## src/hdl/orm_pkg.sv

```systemverilog
// ----------------------------------------------------------------------------
// orm_pkg
// Shared types for the overwriting frame ring: request codes, result select,
// and the command and status bundles between controller and datapath.
// ----------------------------------------------------------------------------
`default_nettype none

package orm_pkg;

    typedef enum logic [2:0] {
        ACT_WRITE    = 3'd0,
        ACT_SILENCE  = 3'd1,
        ACT_READ     = 3'd2,
        ACT_SKIP     = 3'd3,
        ACT_INIT_OLD = 3'd4,
        ACT_INIT_NEW = 3'd5,
        ACT_SEEK     = 3'd6
    } act_t;

    typedef enum logic [1:0] {
        EMIT_NONE   = 2'd0,
        EMIT_CURSOR = 2'd1,
        EMIT_ZERO   = 2'd2,
        EMIT_READER = 2'd3
    } emit_t;

    typedef struct packed {
        logic  latch;
        logic  wr_frame;
        logic  wr_zero;
        logic  load;
        logic  catch_up;
        logic  init_old;
        logic  init_new;
        logic  seek;
        logic  calc_avail;
        logic  advance;
        logic  rd_issue;
        logic  rd_last;
        emit_t emit;
    } cmd_t;

    typedef struct packed {
        logic [6:0] n;
    } sts_t;

endpackage

`default_nettype wire

```

## src/hdl/orm_ctrl.sv

```systemverilog
// ----------------------------------------------------------------------------
// orm_ctrl
// Request sequencer: decodes requests; reads and skips step the datapath
// through catch-up, availability, advance and the read loop (reads only).
// ----------------------------------------------------------------------------
`default_nettype none

module orm_ctrl #(
    parameter int READERS = 4
) (
    input  wire logic          clk,
    input  wire logic          rst_n,
    input  wire logic          start,
    input  wire logic [2:0]    action,
    input  wire logic [1:0]    reader_id,
    input  wire logic [6:0]    count,
    output logic               busy,
    output orm_pkg::cmd_t      cmd,
    input  wire orm_pkg::sts_t sts
);

    typedef enum logic [8:0] {
        ST_IDLE  = 9'b000000001,
        ST_SIL   = 9'b000000010,
        ST_LOAD  = 9'b000000100,
        ST_CATCH = 9'b000001000,
        ST_AVAIL = 9'b000010000,
        ST_ADV   = 9'b000100000,
        ST_READ  = 9'b001000000,
        ST_WAIT  = 9'b010000000,
        ST_FIN   = 9'b100000000
    } state_t;

    state_t          state_reg;
    state_t          state_next;
    logic [6:0]      cnt_reg;
    logic [6:0]      cnt_next;
    orm_pkg::act_t   act_reg;
    orm_pkg::act_t   act_next;
    logic            rid_ok;
    logic            accept;

    assign busy   = (state_reg != ST_IDLE);
    assign accept = start && !busy;
    assign rid_ok = (32'(reader_id) < READERS);

    always_comb
    begin
        cmd        = '0;
        cmd.emit   = orm_pkg::EMIT_NONE;
        state_next = state_reg;
        cnt_next   = cnt_reg;
        act_next   = act_reg;
        case (state_reg)
            ST_IDLE:
            begin
                if (accept)
                begin
                    if (action == orm_pkg::ACT_WRITE)
                    begin
                        cmd.wr_frame = 1'b1;
                        cmd.emit     = orm_pkg::EMIT_CURSOR;
                    end
                    else if (action == orm_pkg::ACT_SILENCE)
                    begin
                        if (count == 7'd0)
                        begin
                            cmd.emit = orm_pkg::EMIT_CURSOR;
                        end
                        else
                        begin
                            cnt_next   = count;
                            state_next = ST_SIL;
                        end
                    end
                    else if ((action inside {[orm_pkg::ACT_READ:orm_pkg::ACT_SEEK]}) && rid_ok)
                    begin
                        cmd.latch  = 1'b1;
                        act_next   = orm_pkg::act_t'(action);
                        cnt_next   = count;
                        state_next = ST_LOAD;
                    end
                    else
                    begin
                        cmd.emit = orm_pkg::EMIT_ZERO;
                    end
                end
            end
            ST_SIL:
            begin
                cmd.wr_zero = 1'b1;
                cnt_next    = cnt_reg - 7'd1;
                if (cnt_reg == 7'd1)
                begin
                    cmd.emit   = orm_pkg::EMIT_CURSOR;
                    state_next = ST_IDLE;
                end
            end
            ST_LOAD:
            begin
                cmd.load   = 1'b1;
                state_next = ST_CATCH;
            end
            ST_CATCH:
            begin
                case (act_reg)
                    orm_pkg::ACT_READ, orm_pkg::ACT_SKIP:
                    begin
                        if (cnt_reg == 7'd0)
                        begin
                            state_next = ST_FIN;
                        end
                        else
                        begin
                            cmd.catch_up = 1'b1;
                            state_next   = ST_AVAIL;
                        end
                    end
                    orm_pkg::ACT_INIT_OLD:
                    begin
                        cmd.init_old = 1'b1;
                        state_next   = ST_FIN;
                    end
                    orm_pkg::ACT_INIT_NEW:
                    begin
                        cmd.init_new = 1'b1;
                        state_next   = ST_FIN;
                    end
                    default:
                    begin
                        cmd.seek   = 1'b1;
                        state_next = ST_FIN;
                    end
                endcase
            end
            ST_AVAIL:
            begin
                cmd.calc_avail = 1'b1;
                state_next     = ST_ADV;
            end
            ST_ADV:
            begin
                cmd.advance = 1'b1;
                if ((act_reg == orm_pkg::ACT_READ) && (sts.n != 7'd0))
                begin
                    cnt_next   = sts.n;
                    state_next = ST_READ;
                end
                else
                begin
                    state_next = ST_FIN;
                end
            end
            ST_READ:
            begin
                cmd.rd_issue = 1'b1;
                cmd.rd_last  = (cnt_reg == 7'd1);
                cnt_next     = cnt_reg - 7'd1;
                if (cnt_reg == 7'd1)
                begin
                    state_next = ST_WAIT;
                end
            end
            ST_WAIT:
            begin
                state_next = ST_IDLE;
            end
            ST_FIN:
            begin
                cmd.emit   = orm_pkg::EMIT_READER;
                state_next = ST_IDLE;
            end
            default:
            begin
                state_next = ST_IDLE;
            end
        endcase
    end

    always_ff @(posedge clk or negedge rst_n)
    begin
        if (!rst_n)
        begin
            state_reg <= ST_IDLE;
            cnt_reg   <= 7'd0;
            act_reg   <= orm_pkg::ACT_WRITE;
        end
        else
        begin
            state_reg <= state_next;
            cnt_reg   <= cnt_next;
            act_reg   <= act_next;
        end
    end

endmodule

`default_nettype wire

```

## config.mk

```make
export PLATFORM = sky130hd
export DESIGN_NAME = orm_ctrl
export DESIGN_NICKNAME = d
export VERILOG_FILES = /design/src/hdl/orm_pkg.sv /design/src/hdl/orm_ctrl.sv
export SDC_FILE = /design/constraint.sdc
export NUM_CORES = 1
export LEC_CHECK = 0
export BUFFER_PORTS_ARGS = -buffer_cell sky130_fd_sc_hd__buf_2
export CAP_MARGIN = 20
export CORE_UTILIZATION = 50
export CTS_CLUSTER_DIAMETER = 120
export DETAILED_ROUTE_END_ITERATION = 7
export PLACE_DENSITY = 0.86
export SETUP_SLACK_MARGIN = 0.05
export SLEW_MARGIN = 15
export SYNTH_ARGS = -nofsm -noshare
export SYNTH_HDL_FRONTEND = slang
export SYNTH_SLANG_ARGS = --single-unit
```

## constraint.sdc

```tcl
create_clock -name clk -period 2.7 [get_ports clk]
set_input_delay 0.54 -clock clk [delete_from_list [all_inputs] [get_ports clk]]
set_output_delay 0.54 -clock clk [all_outputs]
set_load 0.1 [all_outputs]
```

==> impl_metrics.csv <==
group,metric,value,unit
run_status,status,"finished with violations",
run_status,violations,"negative setup slack",
cells_and_area,largest_reg_flops,9,
yosys,synth-adder-area-share,2.650,%
yosys,synth_top_area_cell,"dfrtp_1",
cts,htreeDepth,1,
timing,period_needed,2.867,ns
timing,layout_setup_ws,-0.1670,ns
cts,cts_buffers,3,
power,vdd_drop_max,0.8462,mV
floorplan,design.core.area,2567,um2
floorplan,ios,37,
cells_and_area,finalNetCount,231,
setup_path,critPathMaxStageDelay,0.56,ns
flow_run,maxCapViolations,0,
routing,post_drt_wl_per_cell,20.18,um
cells_and_area,final_common_cell,"buf_2",
yosys,synth_area_leaders,"dfrtp_1, mux2_2, nor2_1",
setup_path,path_delay_family,"simple AND/OR/NAND/NOR gates",
yosys,synth_top_family_by_area,"simple AND/OR/NAND/NOR gates",
cells_and_area,n_antenna_cell,0,
yosys,synth_area_per_cell,9.635,um2
timing,relSlewSlack,59.91,%
placed_design,gp_congestion,0.9306,
routing,drtAntennaViolNets,0,
setup_path,cp.arrival,2.33,ns
setup_path,path_buf_inv,2,
timing,rsz0062_at_grt,"true",
power,power_density,950.5,nW/um2
placed_design,numPortBuffers,34,
setup_path,crit_fanout,5,
timing,setup_viol_count_final,9,
floorplan,die_area,3050,um2
routing,viasPerCell,6.489,
setup_path,start_kind,"flip-flop",
setup_path,cp.required,2.16,ns
yosys,seq_area_frac_synth,33.66,%
global_route,grt_pass1_wl,6955,um
yosys,synth_seq_cells,19,
timing,worst_slew_pin_slew,0.5992,ns
routing,via_count,1525,
setup_path,end_kind,"primary output",
floorplan,chipWidth,55.23,um
cells_and_area,drive_above_1_share,49.76,%
floorplan,rows,18,
placed_design,hpwl,2935,um
yosys,synthDistinctLibCells,49,
hold_path,hold_class,"input pin to async pin",
cts,cts_root_buf,"clkbuf_4",
power,p_total,2.045,mW
yosys,synth_nets,172,
cts,clock_latency,0.33,ns
routing,route.detailed.drc,0,
global_route,grt_max_degree,20,
cts,clock-sinks,19,
timing,skew,0.007565,ns
yosys,netlist_area,1416,um2
routing,drt_iter0_markers,80,
global_route,antenna_found_initial,0,
cells_and_area,instances_no_fill,235,
yosys,synth-compound-area-share,15.81,%
placed_design,dpl.cell_count,217,
yosys,synth_top_area_share,31.80,%
timing,hold_violations,0,
routing,totalWireLength,4743,um
yosys,synthFlopType,"dfrtp_1",
timing,fmax,348.8,MHz
yosys,yosys.area_share.simple,31.27,%
routing,drt-pass1-iter-count,5,
cells_and_area,nFillCells,131,
setup_path,setup.worst_path.class,"flip-flop to primary output",
cts,cts_max_path_buffers,2,
global_route,grtUsageTotal,28.72,%
floorplan,start_util,55.17,%
global_route,overflow,0,
setup_path,cp_slowest_cell,"or4_4",
timing,finalMaxSlewViolations,0,
yosys,synthCells,147,
power,leakage,0.9770,nW
yosys,synth_edf_count,0,
cells_and_area,mostFrequentLayoutCells,"buf_2, buf_4, dfrtp_1, buf_12",
cells_and_area,syn2layout_area_growth,51.94,%
timing,fin_crit_sh,106.2,%
global_route,grt_pass1_vias,1442,
cts,clk_pin_slew,0.12,ns
yosys,postSynth.asyncResetShare,100.0,%
floorplan,die_h,55.23,um
cts,tritoncts,"yes",
setup_path,crit_chain,"or4_4 > nor3_4 > nand3b_1 > buf_6 > nor4bb_4 > buf_12",
yosys,synth_xor_area_share,5.565,%
yosys,synth.mux.area_fraction,7.862,%
yosys,yosysWarnings,0,
==> Yosys cell counts, types with 2 or more instances <==
cell type	n
nor4b_1	4
o221ai_1	2
nor4_1	4
mux2_2	9
dfrtp_1	18
nor2_1	12
or3_1	2
and3b_1	2
clkbuf_1	2
nor3_1	7
a22oi_1	2
and3_1	3
or2_2	2
xnor2_1	4
or4_4	2
xor2_1	5
a211oi_1	2
nand2_1	7
inv_1	10
ha_1	3
nand3_1	2
a21oi_1	3
nand4b_1	2
o21ai_0	5
nor2b_1	5
nand2b_1	3
a221o_1	3
==> per-layer routing <==
layer / wire, um / global-route usage (%)
met3: 370 / 5.621
met2: 2414 / 49.23
met5: 0 / 0
met1: 1781 / 35.79
met4: 176 / 10.36
==> power breakdown <==
group | switching [mW] | internal, mW | total (mW)
sequential | 0.132 | 0.394 | 0.526
combinational | 0.733 | 0.626 | 1.36
clock | 0.105 | 0.0557 | 0.160
==> what timing repair did <==
item,CTS,global route
pin swaps,7,5
setup buffers,6,8
hold buffers,0,0
resized for setup,15,11
endpoints found under the setup margin,10,13
==> worst reg2reg max path: cells and delay by family (launching register included) <==
kind,cells,cell delay (ns)
AO/OA/AOI/OAI,1,0.18
multiplexers,1,0.38
buffers and inverters,4,0.54
flip-flops,1,0.42
AND/OR/NAND/NOR,3,0.97
==> through the flow <==
stage          instance area, um2  hold WS [ns]  utilization, %  setup WS (ns)  setup TNS [ns]
2_1_floorplan                1525        0.2444               -        -0.4763          -1.428
3_3_place_gp                 1932        0.4957           75.24         0.1073               0
3_5_place_dp                 1932        0.5049           75.24        0.05745               0
4_1_cts                      2049        0.1503           79.82        -0.1091         -0.2623
5_1_grt                      2152        0.1653           83.82        -0.2472          -1.404
6_report                     2152        0.1355           83.82        -0.1670         -0.7732
==> logic make-up after synthesis <==
group | count (synthesis)
adder cells (fa/ha/maj) | 3
multiplexers | 10
AND/OR/NAND/NOR | 68
AO/OA/AOI/OAI | 26
XOR/XNOR | 9
flip-flops | 19
buffers and inverters | 12
==> layout make-up <==
cell class | count | area [um2] | area share [%]
clock buffer | 3 | 22.52 | 1.047
timing repair buffer | 56 | 530.5 | 24.65
multi-input combinational | 116 | 1040 | 48.31
inverter | 10 | 37.54 | 1.744
clock inverter | 1 | 5.005 | 0.2326
tap | 30 | 37.54 | 1.744
sequential | 19 | 479.2 | 22.27
==> final timing paths <==
kind	cells after the start	endpoint	startpoint	slack (ns)
max	6	cmd[7]	state_reg[7]	-0.17
min	1	cnt_reg[2]	rst_n	0.14
max reg2reg	9	cnt_reg[2]	state_reg[7]	0.12
min reg2reg	1	cnt_reg[5]	cnt_reg[5]	0.58
max in group asynchronous	1	state_reg[0]	rst_n	2.21
min in group clk	2	act_reg[1]	action[1]	0.52
(Power assumes the default switching activity.)
